## config.mk

```make
export PLATFORM = sky130hd
export DESIGN_NAME = sv32_tlb_translate
export DESIGN_NICKNAME = d
export VERILOG_FILES = /design/src/hw/rtl/sv32tlb_pkg.sv /design/src/hw/rtl/sv32_tlb_translate.sv
export SDC_FILE = /design/constraint.sdc
export NUM_CORES = 1
export LEC_CHECK = 0
export ABC_AREA = 1
export ABC_CLOCK_PERIOD_IN_PS = 12350
export BUFFER_PORTS_ARGS = -buffer_cell sky130_fd_sc_hd__buf_2
export CELL_PAD_IN_SITES_DETAIL_PLACEMENT = 1
export CELL_PAD_IN_SITES_GLOBAL_PLACEMENT = 2
export CORE_UTILIZATION = 42
export DETAILED_ROUTE_END_ITERATION = 10
export PLACE_DENSITY = 0.82
export SYNTH_ARGS = -nofsm -noshare
export SYNTH_HDL_FRONTEND = slang
export SYNTH_SLANG_ARGS = --single-unit
```

## constraint.sdc

```tcl
create_clock -name clk -period 12.35 [get_ports clk]
set_clock_uncertainty 0.1 [all_clocks]
set_input_delay 3.705 -clock clk [delete_from_list [all_inputs] [get_ports clk]]
set_output_delay 3.705 -clock clk [all_outputs]
set_load 0.05 [all_outputs]
```

## src/hw/rtl/sv32tlb_pkg.sv

```systemverilog
// Shared constants, types and permission/address helpers for the Sv32 TLB.
`default_nettype none

package sv32tlb_pkg;

  // Number of TLB slots and the width of a slot index
  localparam int SLOT_COUNT = 16;
  localparam int IDX_W      = (SLOT_COUNT > 1) ? $clog2(SLOT_COUNT) : 1;

  // Stream payload widths (tdata zero padded to whole bytes)
  localparam int IN_DATA_W  = 112;
  localparam int IN_USER_W  = 2;
  localparam int OUT_DATA_W = 104;
  localparam int OUT_USER_W = 3;

  // Request kinds
  localparam logic [1:0] OP_TRANSLATE = 2'd0;
  localparam logic [1:0] OP_WALK_RESP = 2'd1;
  localparam logic [1:0] OP_FLUSH     = 2'd2;

  // Result status codes
  localparam logic [2:0] ST_OK    = 3'd0;
  localparam logic [2:0] ST_FAULT = 3'd1;
  localparam logic [2:0] ST_WALK  = 3'd2;
  localparam logic [2:0] ST_WAIT  = 3'd3;
  localparam logic [2:0] ST_BUSY  = 3'd4;
  localparam logic [2:0] ST_DROP  = 3'd5;
  localparam logic [2:0] ST_FLUSH = 3'd6;

  // Access types
  localparam logic [1:0] ACC_FETCH = 2'd0;
  localparam logic [1:0] ACC_LOAD  = 2'd1;
  localparam logic [1:0] ACC_STORE = 2'd2;
  localparam logic [1:0] ACC_RSVD  = 2'd3;

  // Privilege levels
  localparam logic [1:0] PRIV_USER    = 2'd0;
  localparam logic [1:0] PRIV_SUPER   = 2'd1;
  localparam logic [1:0] PRIV_MACHINE = 2'd3;

  // PTE permission bit positions
  localparam int PTE_R = 1;
  localparam int PTE_W = 2;
  localparam int PTE_X = 3;
  localparam int PTE_U = 4;
  localparam int PTE_G = 5;
  localparam int PTE_A = 6;
  localparam int PTE_D = 7;

  // satp translation mode bit
  localparam int SATP_MODE = 31;

  // One TLB slot, valid bit kept apart
  typedef struct packed {
    logic [8:0]  asid;
    logic [9:0]  vpn1;
    logic [9:0]  vpn0;
    logic [21:0] ppn;
    logic [7:0]  perm;
    logic        level;
  } tlb_entry_t;

  // Access context captured when a walk starts
  typedef struct packed {
    logic       sum;
    logic       mxr;
    logic [1:0] priv;
    logic [1:0] acc;
  } walk_ctx_t;

  // Sv32 leaf permission check
  function automatic logic perm_ok(input logic [7:0] perm, input logic [1:0] acc,
                                   input logic [1:0] prv, input logic sum,
                                   input logic mxr);
    logic ok;
    ok = 1'b1;
    if (acc == ACC_RSVD) ok = 1'b0;
    if (acc == ACC_FETCH && !perm[PTE_X]) ok = 1'b0;
    if (acc == ACC_LOAD && !perm[PTE_R] && !(mxr && perm[PTE_X])) ok = 1'b0;
    if (acc == ACC_STORE && !(perm[PTE_W] && perm[PTE_D])) ok = 1'b0;
    if (prv == PRIV_USER && !perm[PTE_U]) ok = 1'b0;
    if (prv == PRIV_SUPER && perm[PTE_U] && (acc == ACC_FETCH || !sum)) ok = 1'b0;
    if (!perm[PTE_A]) ok = 1'b0;
    return ok;
  endfunction

  // Physical address: ppn << 12 truncated to 32 bits, superpage keeps va[21:0]
  function automatic logic [31:0] compose_pa(input logic [31:0] va,
                                             input logic [21:0] ppn,
                                             input logic level);
    logic [31:0] pa;
    if (level) pa = {ppn[19:10], va[21:0]};
    else       pa = {ppn[19:0], va[11:0]};
    return pa;
  endfunction

endpackage

`default_nettype wire

```

## src/hw/rtl/sv32_tlb_translate.sv

```systemverilog
// Sv32 TLB: fully associative lookup, permission check, single pending walk and refill.
//
// Usage:
//   Requests enter on the s_* stream; s_tuser carries the request kind
//   (translate, page walk response, flush) and s_tdata the address, access
//   type, satp, privilege/status bits and walk response fields.
//   Every request produces exactly one result on the m_* stream; m_tuser is
//   the status, m_tdata the physical address and the walk request fields.
//   Latency: the result is valid the cycle after the request is accepted.
//   Throughput: one request per cycle while m_tready is high. All slots are
//   compared in parallel in the accept cycle, and the slot array, walk
//   registers and the result register are all updated at that same edge,
//   so the next request sees the updated state.
//   Reset: all slots invalid, replacement pointer zero, no walk pending,
//   no result held. A flush request has the same effect on the TLB state.
//   Stall: the result register holds while m_tready is low; a new request
//   is taken only in a cycle where the held result leaves or none is held.
`default_nettype none

module sv32_tlb_translate (
  input  wire logic                              clk,
  input  wire logic                              rst,
  // Request stream
  input  wire logic                              s_tvalid,
  output logic                                   s_tready,
  // tdata, low bit up: virtual_address[31:0], acc_kind[1:0], satp[31:0],
  // privilege[1:0], make_exec_readable, supervisor_user_access,
  // modify_privilege, previous_privilege[1:0], walk_leaf_pte[31:0],
  // walk_leaf_level, walk_fault, zero fill
  input  wire logic [sv32tlb_pkg::IN_DATA_W-1:0]  s_tdata,
  // tuser: opcode[1:0]
  input  wire logic [sv32tlb_pkg::IN_USER_W-1:0]  s_tuser,
  // Result stream
  output logic                                   m_tvalid,
  input  wire logic                              m_tready,
  // tdata, low bit up: physical_address[31:0], walk_request_address[31:0],
  // walk_request_satp[31:0], walk_request_type[1:0], zero fill
  output logic [sv32tlb_pkg::OUT_DATA_W-1:0]     m_tdata,
  // tuser: result_status[2:0]
  output logic [sv32tlb_pkg::OUT_USER_W-1:0]     m_tuser
);

  import sv32tlb_pkg::*;

  // Request fields
  logic [1:0]  opcode;
  logic [31:0] virtual_address;
  logic [1:0]  acc_kind;
  logic [31:0] satp;
  logic [1:0]  privilege;
  logic        make_exec_readable;
  logic        supervisor_user_access;
  logic        modify_privilege;
  logic [1:0]  previous_privilege;
  logic [31:0] walk_leaf_pte;
  logic        walk_leaf_level;
  logic        walk_fault;

  assign opcode                 = s_tuser[1:0];
  assign virtual_address        = s_tdata[31:0];
  assign acc_kind               = s_tdata[33:32];
  assign satp                   = s_tdata[65:34];
  assign privilege              = s_tdata[67:66];
  assign make_exec_readable     = s_tdata[68];
  assign supervisor_user_access = s_tdata[69];
  assign modify_privilege       = s_tdata[70];
  assign previous_privilege     = s_tdata[72:71];
  assign walk_leaf_pte          = s_tdata[104:73];
  assign walk_leaf_level        = s_tdata[105];
  assign walk_fault             = s_tdata[106];

  // TLB state
  logic [SLOT_COUNT-1:0] valid;
  tlb_entry_t            entries [SLOT_COUNT];
  logic [IDX_W-1:0]      replace_ptr;
  logic                  walk_pending;
  logic [31:0]           walk_address;
  logic [31:0]           pend_satp;
  walk_ctx_t             walk_ctx;

  logic accept;
  assign s_tready = !m_tvalid || m_tready;
  assign accept   = s_tvalid && s_tready;

  // Effective privilege and bare/machine bypass
  logic [1:0] priv_sel;
  logic       bypass;
  assign priv_sel = (acc_kind != ACC_FETCH && modify_privilege) ?
                    previous_privilege : privilege;
  assign bypass   = (priv_sel == PRIV_MACHINE) || !satp[SATP_MODE];

  // Parallel tag match against every slot
  logic [SLOT_COUNT-1:0] match;
  logic [SLOT_COUNT-1:0] hit_onehot;
  logic                  hit;
  tlb_entry_t            hit_entry;

  always_comb begin
    for (int i = 0; i < SLOT_COUNT; i++) begin
      match[i] = valid[i]
              && (entries[i].perm[PTE_G] || entries[i].asid == satp[30:22])
              && entries[i].vpn1 == virtual_address[31:22]
              && (entries[i].level || entries[i].vpn0 == virtual_address[21:12]);
    end
  end

  // Lowest-index match wins
  assign hit_onehot = match & ~(match - SLOT_COUNT'(1));
  assign hit        = |match;

  always_comb begin
    hit_entry = '0;
    for (int i = 0; i < SLOT_COUNT; i++) begin
      if (hit_onehot[i]) hit_entry = hit_entry | entries[i];
    end
  end

  // Walk response against the pending page
  logic resp_match;
  logic resp_ok;
  logic same_page;
  assign same_page  = walk_address[31:12] == virtual_address[31:12];
  assign resp_match = walk_pending && same_page;
  assign resp_ok    = !walk_fault && perm_ok(walk_leaf_pte[7:0], walk_ctx.acc,
                                             walk_ctx.priv, walk_ctx.sum, walk_ctx.mxr);

  // Result and next-state decode
  logic [2:0]  res_status;
  logic [31:0] res_pa;
  logic [31:0] res_wa;
  logic [31:0] res_ws;
  logic [1:0]  res_wt;
  logic        start_walk;
  logic        end_walk;
  logic        refill;
  logic        flush;

  always_comb begin
    res_status = ST_DROP;
    res_pa     = '0;
    res_wa     = '0;
    res_ws     = '0;
    res_wt     = '0;
    start_walk = 1'b0;
    end_walk   = 1'b0;
    refill     = 1'b0;
    flush      = 1'b0;
    case (opcode)
      OP_TRANSLATE: begin
        if (bypass) begin
          res_status = ST_OK;
          res_pa     = virtual_address;
        end else if (hit) begin
          if (perm_ok(hit_entry.perm, acc_kind, priv_sel,
                      supervisor_user_access, make_exec_readable)) begin
            res_status = ST_OK;
            res_pa     = compose_pa(virtual_address, hit_entry.ppn, hit_entry.level);
          end else begin
            res_status = ST_FAULT;
          end
        end else if (!walk_pending) begin
          start_walk = 1'b1;
          res_status = ST_WALK;
          res_wa     = virtual_address;
          res_ws     = satp;
          res_wt     = acc_kind;
        end else if (same_page && pend_satp == satp) begin
          res_status = ST_WAIT;
        end else begin
          res_status = ST_BUSY;
        end
      end
      OP_WALK_RESP: begin
        if (resp_match) begin
          end_walk = 1'b1;
          if (resp_ok) begin
            refill     = 1'b1;
            res_status = ST_OK;
            res_pa     = compose_pa(walk_address, walk_leaf_pte[31:10], walk_leaf_level);
          end else begin
            res_status = ST_FAULT;
          end
        end
      end
      OP_FLUSH: begin
        flush      = 1'b1;
        res_status = ST_FLUSH;
      end
      default: begin
        res_status = ST_DROP;
      end
    endcase
  end

  // Control state: valid bits, pointer, walk tracking
  always_ff @(posedge clk) begin
    if (rst) begin
      valid        <= '0;
      replace_ptr  <= '0;
      walk_pending <= 1'b0;
      walk_address <= '0;
      pend_satp    <= '0;
      walk_ctx     <= '0;
    end else if (accept) begin
      if (flush) begin
        valid        <= '0;
        replace_ptr  <= '0;
        walk_pending <= 1'b0;
        walk_address <= '0;
        pend_satp    <= '0;
        walk_ctx     <= '0;
      end else if (start_walk) begin
        walk_pending <= 1'b1;
        walk_address <= virtual_address;
        pend_satp    <= satp;
        walk_ctx     <= '{sum: supervisor_user_access, mxr: make_exec_readable,
                          priv: priv_sel, acc: acc_kind};
      end else if (end_walk) begin
        walk_pending <= 1'b0;
        walk_address <= '0;
        pend_satp    <= '0;
        walk_ctx     <= '0;
        if (refill) begin
          valid[replace_ptr] <= 1'b1;
          replace_ptr <= (replace_ptr == IDX_W'(SLOT_COUNT - 1)) ? '0 :
                         replace_ptr + IDX_W'(1);
        end
      end
    end
  end

  // Slot payload, written on refill
  always_ff @(posedge clk) begin
    if (accept && refill) begin
      entries[replace_ptr] <= '{asid:  pend_satp[30:22],
                                vpn1:  walk_address[31:22],
                                vpn0:  walk_address[21:12],
                                ppn:   walk_leaf_pte[31:10],
                                perm:  walk_leaf_pte[7:0],
                                level: walk_leaf_level};
    end
  end

  // Result register
  always_ff @(posedge clk) begin
    if (rst) begin
      m_tvalid <= 1'b0;
    end else if (s_tready) begin
      m_tvalid <= s_tvalid;
    end
  end

  always_ff @(posedge clk) begin
    if (accept) begin
      m_tuser <= res_status;
      m_tdata <= {6'd0, res_wt, res_ws, res_wa, res_pa};
    end
  end

  // Checks
  a_flush_clears: assert property (@(posedge clk) disable iff (rst)
    accept && opcode == OP_FLUSH |=> valid == '0 && !walk_pending)
    else $error("flush left valid slots or a pending walk");

  a_walk_only_when_idle: assert property (@(posedge clk) disable iff (rst)
    accept && res_status == ST_WALK |-> !walk_pending)
    else $error("walk requested while another walk is pending");

  a_walk_sets_pending: assert property (@(posedge clk) disable iff (rst)
    accept && res_status == ST_WALK |=> walk_pending)
    else $error("walk request did not mark the walk pending");

  a_refill_fills: assert property (@(posedge clk) disable iff (rst)
    accept && opcode == OP_WALK_RESP && res_status == ST_OK |=> valid != '0 && !walk_pending)
    else $error("successful walk response did not refill a slot");

  a_wait_needs_pending: assert property (@(posedge clk) disable iff (rst)
    accept && (res_status == ST_WAIT || res_status == ST_BUSY) |-> walk_pending)
    else $error("wait or busy reported with no walk pending");

endmodule

`default_nettype wire

```

# Word-level counts from Yosys, hierarchy flattened
# Memory sizes are Yosys's and may differ from the RTL's.
# Cells that the tools add are included.
# totals
register_bits	193
ramBits	960
output_inout_bits	109
elab_cells	321
n_memories	1
# memory_table
name	words	width	read_ports	rd_ports_with_merged_regs	wr	line	rtl
entries	16	60	16	0	1	sv32_tlb_translate.sv:74	tlb_entry_t entries [SLOT_COUNT];
# op_classes
addsub	2
n_lt_le_gt_ge	2
eq_ne	63
n_mux	84
n_bitwise	19
n_reduce_logical	137
# ops
cell	count
$mux 29	16
$or 29x29->29	15
$eq 10x10->1	32
$mux 32	10
$eq 9x9->1	16
$logic_and 1x1->1	73
$mux 16	4
$pmux 32 s2	1
$mux 22	2
$logic_or 1x1->1	36
$mux 1	35
$eq 32x32->1	1
$eq 20x20->1	1
$mux 4	5
$reduce_or 19->1	1
$mux 6	3
$and 16x16->16	1
$not 16->16	1
$or 16x16->16	1
$reduce_or 16->1	1
$sub 16x1->16 const B	1
$logic_not 1->1	15
$mux 3	5
$eq 2x2->1 const B	6
other kinds (15)	25

# Longest topological paths before layout
# Gate-level depths: netlist (run 1).
# An unclocked memory read counts as a cell.
# logic_depth
ltp_word	55
depth_mapped	30

# Least setup slack after synthesis (run 1)
# OpenSTA, ideal clock, no wires.
# synth_timing
path_type	input -> register
startpoint	in s_tdata[28] in the netlist's numbering
endpoint	mem entries[1][0] in the netlist's numbering, enable pin
setup_ns	0.542
arrival_time_ns	9.399
slack_ns	2.309
stages	15
path_cell_list	buf_4 > buf_4 > inv_1 > or2_2 > nand4_1 > nor4_1 > nand3_1 > nor4_1 > nand3_1 > nor2_1 > inv_2 > nor2_1 > inv_1 > clkbuf_1 > nor3_1
# synth_between
elab_chain_cells	7
# synth_lines
item	line	rtl
start, declared	sv32_tlb_translate.sv:30	input wire logic [sv32tlb_pkg::IN_DATA_W-1:0] s_tdata,
$eq 20x20->1	sv32_tlb_translate.sv:122	assign same_page = walk_address[31:12] == virtual_address[31:12];
$logic_and 1x1->1	sv32_tlb_translate.sv:123	assign resp_match = walk_pending && same_page;
$mux 1	sv32_tlb_translate.sv:174	if (resp_match) begin
$mux 1	sv32_tlb_translate.sv:148	case (opcode)
$logic_and 1x1->1	sv32_tlb_translate.sv:234	if (accept && refill) begin
$mux 1	sv32_tlb_translate.sv:234	
$mux 1 (not written as such)	sv32_tlb_translate.sv:235	entries[replace_ptr] <= '{asid: pend_satp[30:22],
end, declared	sv32_tlb_translate.sv:74	
# Every way passes these cells.

# Final worst setup path (run 1)
# layout_timing
startpoint	in s_tdata[14] in the netlist's numbering
endpoint	mem entries[3][23] in the netlist's numbering, enable pin
# Same word-level chain as after synthesis.

==> results_dict.tcl, run 1 <==
set metrics [dict create \
    outcome "complete, no violations" \
    clock.fmax_mhz 112 \
    p_sw_frac 0.228 \
    leakage_nw 19.9 \
    relSlewSlack 0.110 \
    cts_setup_buffers 0 \
    clk_pin_slew_ps 60 \
    tightest_slew_ps 1330 \
    die_height_um 335 \
    boundaryPins 227 \
    synth_area_um2 46500 \
    pre_cts_slack_ps 2600 \
    drcViolationCount 0 \
    initial_utilization 0.426 \
    core_um2 109000 \
    cp_slowest_cell "nor2_4" \
    timing.final.ws_setup_ps 3430 \
    gr-total-overflow 0 \
    critPathMaxStageDelay_ps 1050 \
    max-cap-violations 0 \
    gp_congestion 0.839 \
    rsz0062_at_grt "no" \
    hold_buffers 0 \
    ant_nets 0 \
    finalSetupViolCount 0 \
    synthArstFlopShare 0 \
    rows 121 \
    clk_latency_ps 730 \
    synth_cell_types 56 \
    total_power_mw 8.16 \
    grt_max_degree 70 \
    switchingPower_mw 1.86 \
    crit_type "in -> reg" \
    grt_pass1_vias 32600 \
    grt_first_pass_wirelength_mm 216 \
    cts_buffers 118 \
    ys_seq_area_frac 0.693 \
    wl_per_cell_um 25.2 \
    tns_ps 0 \
    critPathRequiredTime_ps 12600 \
    drt-total-wl_mm 148 \
    crit_chain "buf_2 > inv_2 > nand2_1 > nand4_1 > nor4_2 > nand3_1 > nor4_1 > nand3_1 > nor2_1 > inv_2 > nor2_1 > nand2_1 > nor2_4 > buf_4" \
    port_buffers 210 \
    viasPerCell 5.42 \
    finalHoldViolCount 0 \
    drive_above_1_share 0.136 \
    chipWidth_um 335 \
    crit_path_max_fanout 31 \
    vias 31700 \
    seq_power_share 0.502 \
    cts_resized 0 \
    min_path_type "reg -> reg" \
    synth_top_area_share 0.654 \
    antenna_found_initial 15 \
    fin_nets 4393 \
    clock-root-buffer "clkbuf_16" \
    worstSetupEndpointType "flop" \
    crit_path_start_kind "primary input" \
    clockPowerShare 0.448 \
    numClockSinks 1105 \
    synthCells 4037 \
    groute.usage.overall 0.263 \
    synth_edf_count 1013 \
    die_area_um2 112000 \
    dr.pass1.iters 7 \
    area_growth_pct 14.2 \
    yosysTopAreaCell "edfxtp_1" \
    post_synth.cell_area_avg_um2 11.5 \
    p_int_mw 6.30 \
    synth-main-ff-cell "edfxtp_1" \
    netlist_top_cells_area "edfxtp_1 (65%), nand2_1 (8.5%), dfxtp_1 (4.0%)" \
    synth_most_common_cell "nand2_1" \
    timing.final.max_slew_violations 0 \
    worstPathArrival_ps 9160 \
    cts_max_level 3 \
    finalCritPeriodShare 0.722 \
    synth.ff_latch_count 1105 \
    p_per_area_nw_per_um2 154 \
    clockBufferDepth 3 \
    combPwrFrac 0.050 \
    synth_warnings 0 \
    vdd_drop_max_mv 0.121 \
    synth_common_cells "nand2_1 (1058), edfxtp_1 (1013), nor2_1 (326), inv_1 (294), nand3_1 (211)" \
    hpwl_mm 88.6 \
    drt_iter0_drc 2782 \
    fin_crit_ps 8920 \
    final_core_util 0.486 \
    cts_tree "yes" \
]
[sequential cells by signal, indices dropped and copies added (netlist names)]
signal        cells
m_tdata          98
entries         912
pend_satp        32
valid            16
walk_ctx          6
m_tvalid          1
walk_address     32
walk_pending      1
m_tuser           3
replace_ptr       4
[power groups by stage]
stage / sequential [mW] / combinational (mW) / clock, mW
4_1_cts: 4.10 / 0.415 / 3.72
3_5_place_dp: 4.18 / 0.412 / 0
3_3_place_gp: 4.18 / 0.403 / 0
6_report: 4.10 / 0.412 / 3.65
5_1_grt: 4.10 / 0.441 / 3.84
2_1_floorplan: 4.25 / 0.187 / 0
[final timing paths]
path | cells past startpoint | slack, ps | to | startpoint
worst max-delay path | 14 | 3430 | entries[3][23]$_DFFE_PP_ | s_tdata[14]
worst min register to register | 2 | 360 | walk_address[8]$_SDFFE_PP0P_ | walk_address[8]$_SDFFE_PP0P_
worst min-delay path | 2 | 360 | walk_address[8]$_SDFFE_PP0P_ | walk_address[8]$_SDFFE_PP0P_
worst max register to register | 14 | 6580 | entries[3][23]$_DFFE_PP_ | walk_address[19]$_SDFFE_PP0P_
[worst max-delay path: cells and delay by family]
family,cells,cell delay (ps)
simple gates,10,3900
buf+inv,4,1520
[routing by layer]
metal	GRT usage	routed length [um]	up-vias
met3	0.0394	9480	196
li1	-	-	14200
met1	0.356	63500	16300
met5	0	36	-
met4	0.0693	3220	6
met2	0.440	71300	998
[cells in the final DEF (no fill, tap or decap), drive strengths merged, types with 48 or more instances in the layout]
cell / instances
inv: 331
or2: 65
nand3: 227
o21ai: 122
a21oi: 157
clkbuf: 155
xnor2: 126
buf: 274
nor2: 334
nand2: 1066
edfxtp: 1013
xor2: 101
dfxtp: 92
nand4: 77
clkinv: 48
[kinds of logic (layout without fill, tap and decap cells)]
| group | Yosys count | in the layout | synth area share |
|---|---|---|---|
| compound gates | 385 | 385 | 0.0485 |
| xor+xnor | 227 | 227 | 0.0427 |
| fa+ha+maj | 4 | 4 | 0.00108 |
| buf+inv | 496 | 828 | 0.0472 |
| flops | 1105 | 1105 | 0.693 |
| mux | 1 | 1 | 0.000242 |
| other cells | 1 | 11 | 0.0000806 |
| simple gates | 1818 | 1818 | 0.167 |
[final cells by class]
class	instances	area, um^2
timing repair buffer	274	1530
multi-input combinational	2441	12200
inverter	331	1250
clock buffer	155	3200
clock inverter	68	800
sequential	1105	32300
fill	11600	56200
tap	1476	1850
antenna	5	12.5
[through the flow]
step           hold slack (ps)  area, um^2  instances
2_1_floorplan              330       46500       4042
3_3_place_gp               348       49100       5627
3_5_place_dp               356       49100       5627
4_1_cts                    364       53100       5850
5_1_grt                    378       53100       5854
6_report                   363       53100       5855
(Power assumes the default switching activity.)
==> run 2: changes to the inputs <==
--- a/config.mk
+++ b/config.mk
@@ -5,14 +5,14 @@
 export SDC_FILE = /design/constraint.sdc
 export NUM_CORES = 1
 export LEC_CHECK = 0
-export ABC_AREA = 1
-export ABC_CLOCK_PERIOD_IN_PS = 12350
+export ABC_AREA = 0
+export ABC_CLOCK_PERIOD_IN_PS = 7700
 export BUFFER_PORTS_ARGS = -buffer_cell sky130_fd_sc_hd__buf_2
 export CELL_PAD_IN_SITES_DETAIL_PLACEMENT = 1
 export CELL_PAD_IN_SITES_GLOBAL_PLACEMENT = 2
-export CORE_UTILIZATION = 42
+export CORE_UTILIZATION = 41
 export DETAILED_ROUTE_END_ITERATION = 10
-export PLACE_DENSITY = 0.82
+export PLACE_DENSITY = 0.78
 export SYNTH_ARGS = -nofsm -noshare
 export SYNTH_HDL_FRONTEND = slang
 export SYNTH_SLANG_ARGS = --single-unit
==> constraint.sdc (replaced) <==
create_clock -name clk -period 7.7 [get_ports clk]
set_clock_uncertainty 0.1 [all_clocks]
set_input_delay 2.31 -clock clk [delete_from_list [all_inputs] [get_ports clk]]
set_output_delay 2.31 -clock clk [all_outputs]
set_load 0.05 [all_outputs]
==> run 2 against run 1 <==
Net effect:
- sequential power grew 60%
- combinational power grew 60%
- global-route usage shrank 1.4 points
- via count shrank 9.6%
- highest routed layer unchanged
==> results_dict.tcl, run 2 <==
set metrics [dict create \
    outcome "complete, no violations" \
    chipWidth_um 335 \
    leakage_nw 17.9 \
    synth_cell_types 86 \
    antenna_found_initial 11 \
    layout_commonest_cell "edfxtp_1" \
    clk_latency_ps 720 \
    synth.ff_latch_count 1105 \
    netlist_top_cells_area "edfxtp_1 (67%), xnor2_1 (5.0%), xor2_1 (5.0%)" \
    fillers 10700 \
    post_synth.cell_area_avg_um2 15.0 \
    grt_busiest_layer "met2" \
    drcViolationCount 0 \
    rr_endpoint "m_tdata[14]$_DFFE_PP_" \
    clockBufferDepth 3 \
    worstPathArrival_ps 6960 \
    synthCells 3039 \
    cts_buffers 114 \
    p_per_area_nw_per_um2 240 \
    crit_path_max_fanout 15 \
    cts_resized 0 \
    total_power_mw 12.6 \
    die_area_um2 112000 \
    wl_per_cell_um 28.7 \
    finalHoldViolCount 0 \
    cp_slowest_cell "or3_1" \
    cts_max_level 3 \
    synth_edf_count 1013 \
    placedCellCount 4701 \
    drive_above_1_share 0.171 \
    clk_pin_slew_ps 60 \
    clock-root-buffer "clkbuf_16" \
    hold_depth 2 \
    core_um2 109000 \
    grt_first_pass_wirelength_mm 204 \
    layout_common_cells "edfxtp_1 (1013), xnor2_1 (259), xor2_1 (258), buf_2 (210), nor2_1 (137)" \
    gp_congestion 0.912 \
    tightest_slew_ps 1440 \
    vdd_drop_max_mv 0.179 \
    synth_top_area_share 0.668 \
    synth_common_cells "edfxtp_1 (1013), xnor2_1 (259), xor2_1 (258), nor2_1 (149), a22oi_1 (123)" \
    die_height_um 335 \
    synth_most_common_cell "edfxtp_1" \
    yosysTopAreaCell "edfxtp_1" \
    rrSetupSlack_ps 2690 \
    viasPerCell 5.83 \
    groute.usage.overall 0.249 \
    grt_max_degree 75 \
    worstRegToRegCells 11 \
    timing.final.max_slew_violations 0 \
    fin_crit_ps 6620 \
    min_from "valid[4]$_SDFFE_PP0P_" \
    ant_nets 0 \
    area_growth_pct 15.8 \
    critPathRequiredTime_ps 8040 \
    min_path_type "reg -> reg" \
    crit_chain "buf_2 > xor2_1 > nor4_1 > buf_4 > a41oi_1 > or3_1 > nand2_1 > nor3_1 > a2111oi_0 > buf_4 > o221ai_1 > o211a_1 > o211a_1 > o22ai_1" \
    worstSetupEndpointType "flop" \
    grt_use_met1 0.324 \
    vias 28700 \
    hpwl_mm 89.4 \
    reg_top3 "entries (912), m_tdata (98)" \
    final_core_util 0.482 \
    boundaryPins 227 \
    use_met3 0.0409 \
    grt_util_met2 0.421 \
    synth_area_um2 45500 \
    gr-total-overflow 0 \
    crit_path_start_kind "primary input" \
    top_register "entries" \
    finalSetupViolCount 0 \
    synthArstFlopShare 0 \
    fin_nets 3463 \
    grt_pass1_vias 30000 \
    cts_tree "yes" \
    rsz0062_at_grt "no" \
    clock.fmax_mhz 151 \
    synth-main-ff-cell "edfxtp_1" \
    worstReg2RegStart "entries[0][58]$_DFFE_PP_" \
    whs_endpoint "valid[4]$_SDFFE_PP0P_" \
    relSlewSlack 0.0390 \
    crit_type "in -> reg" \
    drt_iter0_drc 2714 \
    max-cap-violations 0 \
    dr.pass1.iters 5 \
    hold_buffers 0 \
    ys_seq_area_frac 0.708 \
    port_buffers 210 \
    synth_warnings 0 \
    finalCritPeriodShare 0.860 \
    drt-total-wl_mm 141 \
    initial_utilization 0.416 \
    critPathMaxStageDelay_ps 660 \
    numClockSinks 1105 \
    largest_reg_flops 912 \
    rows 121 \
    fin_cells 4915 \
    cts_setup_buffers 0 \
]
## run 2: how the worst max path moves through the flow
stage	to	from	cells past startpoint	slack, ps
2_1_floorplan	entries[5][0]$_DFFE_PP_	m_tready	6	-80
3_3_place_gp	m_tuser[0]$_DFFE_PP_	s_tdata[15]	14	450
3_5_place_dp	m_tdata[14]$_DFFE_PP_	s_tdata[12]	13	440
4_1_cts	m_tdata[25]$_DFFE_PP_	s_tdata[15]	15	1130
5_1_grt	m_tdata[14]$_DFFE_PP_	s_tdata[61]	12	970
6_report	m_tuser[0]$_DFFE_PP_	s_tdata[15]	14	1080
## run 2: area by class of cell
cell class                 count  area [um^2]  share of cell area
timing repair buffer         357         2400              0.0456
tap                         1476         1850              0.0350
antenna                        2         5.00           0.0000949
sequential                  1105        32300               0.612
multi-input combinational   1734        12500               0.237
clock buffer                 143         3060              0.0581
clock inverter                69          579              0.0110
inverter                      29          109             0.00206
## run 2: critical path: cells and delay by family
| kind | cells | cell delay (ps) |
|---|---|---|
| compound gates | 6 | 2050 |
| simple gates | 4 | 1580 |
| buf+inv | 3 | 850 |
| xor+xnor | 1 | 140 |
## run 2: through the flow
step                      setup TNS [ps]  hold WS [ps]  setup WS [ps]  area (um^2)
after global placement                 0           368            450        49100
after CTS                              0           387           1130        52700
after detailed placement               0           375            435        49100
final                                  0           380           1080        52700
after floorplan                   -43090           336          -84.1        45600
after global routing                   0           425            970        52700
## run 2: routing by layer
layer	routed length, um	share of wire
met2	69400	0.49
met5	58	0.00041
met1	57400	0.41
met4	4490	0.032
met3	9750	0.069
## run 2: power by group
part	switching (mW)	internal (mW)
Sequential	0.0184	6.55
Clock	2.33	3.08
Combinational	0.485	0.174
Total	2.83	9.81
## run 2: logic make-up after synthesis
| kind of cell | after synthesis | share of synthesized area |
|---|---|---|
| DFF | 1105 | 0.708 |
| and+or+nand+nor | 724 | 0.0862 |
| AOI/OAI and AO/OA | 469 | 0.0785 |
| adders and majority gates | 4 | 0.00110 |
| muxes | 14 | 0.00335 |
| buffers and inverters | 205 | 0.0230 |
| xor gates and xnor gates | 517 | 0.0994 |
| other | 1 | 0.0000823 |
